## src/atr_pkg.sv

```systemverilog
package atr_pkg;

    // Longest rollout in poses.
    localparam int MAX_STEPS = 64;

    // Angles inside the block are Q.16 radians in 20 bits.
    localparam int ANG_W = 20;
    localparam logic signed [20:0] PI_Q16      = 21'sd205887;
    localparam logic signed [20:0] TWO_PI_Q16  = 21'sd411775;
    localparam logic signed [20:0] HALF_PI_Q16 = 21'sd102944;
    localparam logic signed [33:0] CORDIC_K    = 34'sd652032874;
    localparam int CORDIC_N = 16;
    localparam logic signed [15:0] HEADING_MAX = 16'sd25736;

    // Register indexes of the configuration port.
    typedef enum logic [2:0] {
        REG_INV_WHEELBASE    = 3'd0,
        REG_TIME_STEP        = 3'd1,
        REG_STEP_COUNT       = 3'd2,
        REG_INV_MAX_STEERING = 3'd3,
        REG_INV_MAX_SPEED    = 3'd4
    } cfg_reg_t;

    typedef struct packed {
        logic signed [15:0] lin_speed;
        logic signed [15:0] steer_angle;
    } sample_t;

    typedef struct packed {
        logic signed [31:0] pos_x;
        logic signed [31:0] pos_y;
        logic signed [15:0] heading;
        logic signed [31:0] turn_rate;
        logic [5:0]         step_index;
        logic               last_pose;
        logic [15:0]        cost;
    } pose_t;

    // One classified sample waiting for the rollout engine.
    typedef struct packed {
        logic signed [15:0] speed;
        logic signed [31:0] turn_rate;
        logic signed [18:0] turn;
        logic [15:0]        cost;
        logic [6:0]         steps;
    } job_t;

    typedef struct packed {
        logic [23:0] inv_wheelbase;
        logic [15:0] time_step;
        logic [6:0]  step_count;
        logic [23:0] inv_max_steering;
        logic [23:0] inv_max_speed;
    } cfg_t;

    // Arctangent table of the rotation steps, Q.16 radians.
    function automatic logic signed [20:0] atan_q16(input logic [3:0] i);
        logic signed [20:0] r;
        begin
            case (i)
                4'd0:    r = 21'sd51472;
                4'd1:    r = 21'sd30386;
                4'd2:    r = 21'sd16055;
                4'd3:    r = 21'sd8150;
                4'd4:    r = 21'sd4091;
                4'd5:    r = 21'sd2047;
                4'd6:    r = 21'sd1024;
                4'd7:    r = 21'sd512;
                4'd8:    r = 21'sd256;
                4'd9:    r = 21'sd128;
                4'd10:   r = 21'sd64;
                4'd11:   r = 21'sd32;
                4'd12:   r = 21'sd16;
                4'd13:   r = 21'sd8;
                4'd14:   r = 21'sd4;
                default: r = 21'sd2;
            endcase
            return r;
        end
    endfunction

endpackage

```

## src/atr_fifo.sv

```systemverilog
module atr_fifo
    import atr_pkg::*;
(
    input  logic clk,
    input  logic rst_n,
    input  logic push,
    input  job_t push_data,
    output logic full,
    input  logic pop,
    output job_t pop_data,
    output logic empty
);

    job_t       mem [2];
    logic       wr_reg, rd_reg;
    logic [1:0] count_reg;

    assign full     = (count_reg == 2'd2);
    assign empty    = (count_reg == 2'd0);
    assign pop_data = mem[rd_reg];

    // Pointers and fill count.
    always_ff @(posedge clk or negedge rst_n)
    begin
        if (!rst_n)
        begin
            wr_reg    <= 1'b0;
            rd_reg    <= 1'b0;
            count_reg <= 2'd0;
        end
        else
        begin
            if (push)
                wr_reg <= ~wr_reg;
            if (pop)
                rd_reg <= ~rd_reg;
            if (push && !pop)
                count_reg <= count_reg + 2'd1;
            else if (pop && !push)
                count_reg <= count_reg - 2'd1;
        end
    end

    always_ff @(posedge clk)
    begin
        if (push)
            mem[wr_reg] <= push_data;
    end

endmodule

```

## config.mk

```make
export PLATFORM = sky130hd
export DESIGN_NAME = atr_fifo
export DESIGN_NICKNAME = d
export VERILOG_FILES = /design/src/atr_pkg.sv /design/src/atr_fifo.sv
export SDC_FILE = /design/constraint.sdc
export NUM_CORES = 1
export LEC_CHECK = 0
export CAP_MARGIN = 0
export CELL_PAD_IN_SITES_DETAIL_PLACEMENT = 0
export CELL_PAD_IN_SITES_GLOBAL_PLACEMENT = 2
export CORE_MARGIN = 5
export CORE_UTILIZATION = 35
export DETAILED_ROUTE_END_ITERATION = 10
export DONT_BUFFER_PORTS = 1
export HOLD_SLACK_MARGIN = 0.12
export PLACE_DENSITY_LB_ADDON = 0.12
export SLEW_MARGIN = 40
export SYNTH_ARGS = -nofsm -noshare
export SYNTH_HDL_FRONTEND = slang
export SYNTH_SLANG_ARGS = --single-unit
```

## constraint.sdc

```tcl
create_clock -name clk -period 11.2 [get_ports clk]
set_input_delay 1.68 -clock clk [delete_from_list [all_inputs] [get_ports clk]]
set_output_delay 1.68 -clock clk [all_outputs]
set_load 0.05 [all_outputs]
```

==> impl_metrics.json, run 1 <==
{
  "fin_tns_setup_ps": 0,
  "die_x_microns": 149,
  "relSlewSlack_pct": 47.2,
  "crit_fanout": 81,
  "grt_max_degree": 82,
  "finalSetupViolCount": 0,
  "worstHoldEndpoint": "count_reg[1]",
  "ff2ff_path_depth": 2,
  "critPathCaptureType": "primary output",
  "syn_nets": 391,
  "reg2reg_slack_ps": 9050,
  "largest_register_ffs": 180,
  "grt-busiest-layer": "met2",
  "r2r_start": "wr_reg",
  "dr.pass1.iters": 4,
  "drt_iter0_drc": 73,
  "cts_hold_buf": 0,
  "p_leak_nw": 2.44,
  "hp-start": "count_reg[1]",
  "synth.cell_area_sq_um": 6740,
  "vias": 2675,
  "cap_violations": 0,
  "outcome": "finished, final reports clean",
  "hold_class": "reg -> reg",
  "setup_ws_ps": 7340,
  "fin_nets": 403,
  "synth-seq-cells": 184,
  "post-route-period-util_pct": 34.5,
  "io_buffers": 0,
  "globalRouteMet2Util_pct": 17.6,
  "syn_avg_cell_area_sq_um": 22.8,
  "grt_pass1_vias": 2858,
  "critical_path_arrival_ps": 2180,
  "antenna_found_initial": 0,
  "numCtsBuffers": 17,
  "postCtsSetupBuffers": 0,
  "n_fill_cell": 1653,
  "grt_remaining_overflow": 0,
  "r2r-end": "mem[1][88]",
  "dp_slack_ps": 7730,
  "grtUsageMet3_pct": 7.32,
  "min_path_cells": 1,
  "placed_area_sq_um": 6980,
  "drive_above_1_share_pct": 39.7,
  "fmax_ghz": 0.259,
  "cts.clk_slew.worst_paths_ps": 60,
  "syn_to_final_growth_pct": 12.4,
  "start_util_pct": 35.8,
  "clock-sinks": 184,
  "ys_seq_area_share_pct": 81.7,
  "drc": 0,
  "startpoint_type": "flip-flop",
  "fin_skew_ps": 6.80,
  "final_common_cell": "edfxtp_1",
  "hold_viol_final": 0,
  "multiInputGateArea_sq_um": 1110,
  "rows": 50,
  "fin_area_sq_um": 7570,
  "ff_latch_area_sq_um": 5510,
  "cts_root_buf": "clkbuf_16",
  "fin_crit_ps": 3860,
  "vias_per_cell": 4.61,
  "dp_hpwl_mm": 7.88,
  "layout_common_cells": "edfxtp_1, mux2_2, clkbuf_16",
  "slew_violations": 0,
  "yosys_warnings": 0,
  "io_pins": 186,
  "rsz0062_at_grt": "no",
  "ctsResizeCount": 0,
  "finalWirelength_mm": 12.6,
  "ant_nets": 0,
  "synthCells": 296,
  "dieArea_sq_um": 22100,
  "worstSetupPathType": "reg -> out",
  "power_density_nw_per_um2": 322,
  "diodes": 0,
  "ys_types": 12,
  "grtUsageMet1_pct": 12.0,
  "tightest_slew_ps": 792,
  "clk_path_buf_depth": 2,
  "required_ps": 9520,
  "cts_htree_levels": 4,
  "cts_tree": "yes",
  "grt_pass1_wl_mm": 18.1,
  "floorplan.die.height_microns": 149,
  "gp_congestion": 0.687,
  "track_usage_pct": 11.1,
  "design.core.area_sq_um": 18800,
  "power_mw": 2.44,
  "clock_latency_ps": 410,
  "wl_per_cell_microns": 21.6,
  "ir_worst_vdd_uv": 147
}
## how the worst max path moves through the flow
stage | to | depth (start not counted) | startpoint | slack, ps
after floorplan | mem[0][0] | 1 | push | 5040
after global placement | pop_data[88] | 2 | rd_reg | 7490
after global routing | pop_data[2] | 2 | rd_reg | 7230
after CTS | pop_data[2] | 2 | rd_reg | 7270
after detailed placement | pop_data[2] | 2 | rd_reg | 7730
final | pop_data[2] | 2 | rd_reg | 7340
## area by class of cell
class	instances	share of cell area (%)
clock buffer	17	5.62
clock inverter	14	2.25
inverter	1	0.0496
multi-input combinational	101	14.7
sequential	184	72.7
tap	260	4.29
timing repair buffer	3	0.396
## cells in the mapped netlist
cell type | count | share of area, %
xor2_1 | 4 | 0.52
xnor2_1 | 1 | 0.13
nor2b_1 | 2 | 0.19
edfxtp_1 | 180 | 80
ha_1 | 1 | 0.19
inv_1 | 1 | 0.056
dfrtp_1 | 4 | 1.5
buf_6 | 1 | 0.17
clkbuf_8 | 9 | 1.8
and2_1 | 1 | 0.093
nor2_1 | 2 | 0.11
mux2_2 | 90 | 15
## worst max-delay path, cell delays in order (launching register included)
cell and delay [ps]:
dfrtp_4 510, buf_6 630, mux2_2 550
## layer usage
metal,up-vias,wire length (microns)
li1,1197,-
met1,1343,4560
met2,124,6170
met3,11,1680
met4,0,151
met5,-,0
## report_power, final
part / switching (mW) / total (mW) / internal, mW
sequential: 0.0367 / 0.952 / 0.916
clock: 0.251 / 0.602 / 0.352
combinational: 0.712 / 0.886 / 0.174
total: 0.999 / 2.44 / 1.44
## cell families after synthesis
group / synth area share (%)
flip-flops: 81.7
multiplexers: 15.0
buffers and inverters: 2.06
XOR/XNOR: 0.650
AND/OR/NAND/NOR: 0.390
adder cells (fa/ha/maj): 0.186
## metrics by stage
| stage | std cells | utilization [%] | hold WS [ps] |
|---|---|---|---|
| floorplan | 296 | - | 455 |
| global placement | 549 | 37.0 | 473 |
| detailed placement | 549 | 37.1 | 499 |
| CTS | 580 | 40.2 | 510 |
| global route | 580 | 40.2 | 536 |
| finish | 580 | 40.2 | 509 |
No activity file was read; power rests on OpenSTA's default activity.
==> inputs of run 2 (changes only) <==
clock period = 4 ns   (was 11.2 ns; I/O delays follow)
==> run 2 against run 1 <==
Compared with the run above:
- final area up 1.3%
- total power rose to 2.8 times the previous value
- sequential cell count unchanged
- sequential share of layout area down 0.95 points
- sequential power rose to 2.9 times the previous value
- combinational power rose to 2.8 times the previous value
- largest power group unchanged
- global-route usage about the same
- count of clock-buffer cells in the layout up 2
- critical path type unchanged
- via count down 0.11%
- core utilization up 0.53 points
- non-clock buffer count up 7
- worst setup slack worse by 6100 ps
==> impl_metrics.json, run 2 (synthesis gave the netlist of run 1 again) <==
{
  "outcome": "finished, final reports clean",
  "numCtsBuffers": 17,
  "required_ps": 3400,
  "rsz0062_at_grt": "no",
  "postCtsSetupBuffers": 0,
  "hold_class": "in -> reg",
  "cts_htree_levels": 4,
  "cts.clk_slew.worst_paths_ps": 60,
  "post-route-period-util_pct": 69.4,
  "crit_fanout": 49,
  "clock-sinks": 184,
  "dp_slack_ps": 1600,
  "hold_viol_final": 0,
  "vias": 2672,
  "drive_above_1_share_pct": 40.1,
  "power_density_nw_per_um2": 894,
  "fin_nets": 410,
  "critical_path_arrival_ps": 2170,
  "drt_iter0_drc": 109,
  "ant_nets": 0,
  "finalWirelength_mm": 12.4,
  "relSlewSlack_pct": 51.0,
  "grt_max_degree": 50,
  "rows": 50,
  "grt_pass1_wl_mm": 17.9,
  "ir_worst_vdd_uv": 295,
  "cts_tree": "yes",
  "slew_violations": 0,
  "worst_path_max_delay_cell": "dfrtp_4",
  "startpoint_type": "flip-flop",
  "gp_congestion": 0.682,
  "start_util_pct": 35.8,
  "fmax_ghz": 0.360,
  "ctsResizeCount": 0,
  "cap_violations": 0,
  "vias_per_cell": 4.55,
  "worstSetupPathType": "reg -> out",
  "finalSetupViolCount": 0,
  "path_delay_family": "flip-flops",
  "die_x_microns": 149,
  "antenna_found_initial": 0,
  "cpPeakStageDelay_ps": 870,
  "path_cells": "buf_12 -> mux2_2",
  "io_pins": 186,
  "diodes": 0,
  "dieArea_sq_um": 22100,
  "critPathCaptureType": "primary output",
  "io_buffers": 0,
  "floorplan.die.height_microns": 149,
  "clock_latency_ps": 410,
  "crit_buf_inv": 1,
  "clk_path_buf_depth": 2,
  "fin_skew_ps": 8.97,
  "largest_register_ffs": 180,
  "layout_common_cells": "edfxtp_1, mux2_2, clkbuf_16",
  "fin_tns_setup_ps": 0,
  "syn_to_final_growth_pct": 13.9,
  "grt_remaining_overflow": 0,
  "setup_ws_ps": 1230,
  "dp_hpwl_mm": 8.38,
  "final_common_cell": "edfxtp_1",
  "tightest_slew_ps": 735,
  "design.core.area_sq_um": 18800,
  "p_leak_nw": 2.49,
  "cts_root_buf": "clkbuf_16",
  "drc": 0,
  "wl_per_cell_microns": 21.1,
  "grt_pass1_vias": 2890,
  "dr.pass1.iters": 6,
  "fin_crit_ps": 2770,
  "track_usage_pct": 11.1
}
==> run 2: cell types whose count changed in the layout (fill, tap and decap cells not counted), moves of 2 or more <==
cell and delta:
buf_12 +3, buf_4 +3, clkbuf_1 +2, buf_6 -2, inv_6 -2
==> run 2: path summary, 6_finish.rpt <==
path                         startpoint            to  slack, ps  depth (start not counted)
min in group asynchronous         rst_n  count_reg[0]        460                          1
min reg2reg                count_reg[1]  count_reg[1]        510                          1
max                              rd_reg  pop_data[35]       1230                          2
min                                 pop        rd_reg        270                          1
max reg2reg                      wr_reg    mem[1][26]       2180                          3
max in group asynchronous         rst_n        rd_reg       3330                          1
==> run 2: final cells by class <==
| class | count | area [sq um] |
|---|---|---|
| inverter | 1 | 3.75 |
| clock inverter | 12 | 150 |
| sequential | 184 | 5510 |
| clock buffer | 19 | 433 |
| fill | 1669 | 11200 |
| tap | 260 | 325 |
| timing repair buffer | 10 | 143 |
| multi-input combinational | 101 | 1110 |
==> run 2: repair_timing <==
action,4_1_cts,5_1_grt
setup endpoints to repair,0,0
hold buffers,1,0
endpoints found under the hold margin,4,0
==> run 2: through the flow <==
step	cells	instance area, sq um	hold WS [ps]	total power [mW]	util, %
final	587	7670	274	6.86	40.8
after floorplan	296	6740	304	5.04	-
after global routing	587	7670	242	7.13	40.8
after CTS	587	7670	248	6.98	40.8
after detailed placement	555	7080	305	5.31	37.6
after global placement	552	7010	305	5.26	37.2
==> run 2: power by group <==
group | switching (mW) | internal, mW
logic | 1.91 | 0.549
clock network | 0.669 | 0.979
registers | 0.191 | 2.56
total | 2.77 | 4.08
==> run 2: layer usage <==
layer	routed length (microns)	GRT usage (%)
met1	4570	12.1
met2	6080	17.5
met3	1500	6.81
met4	201	4.49
met5	0	0
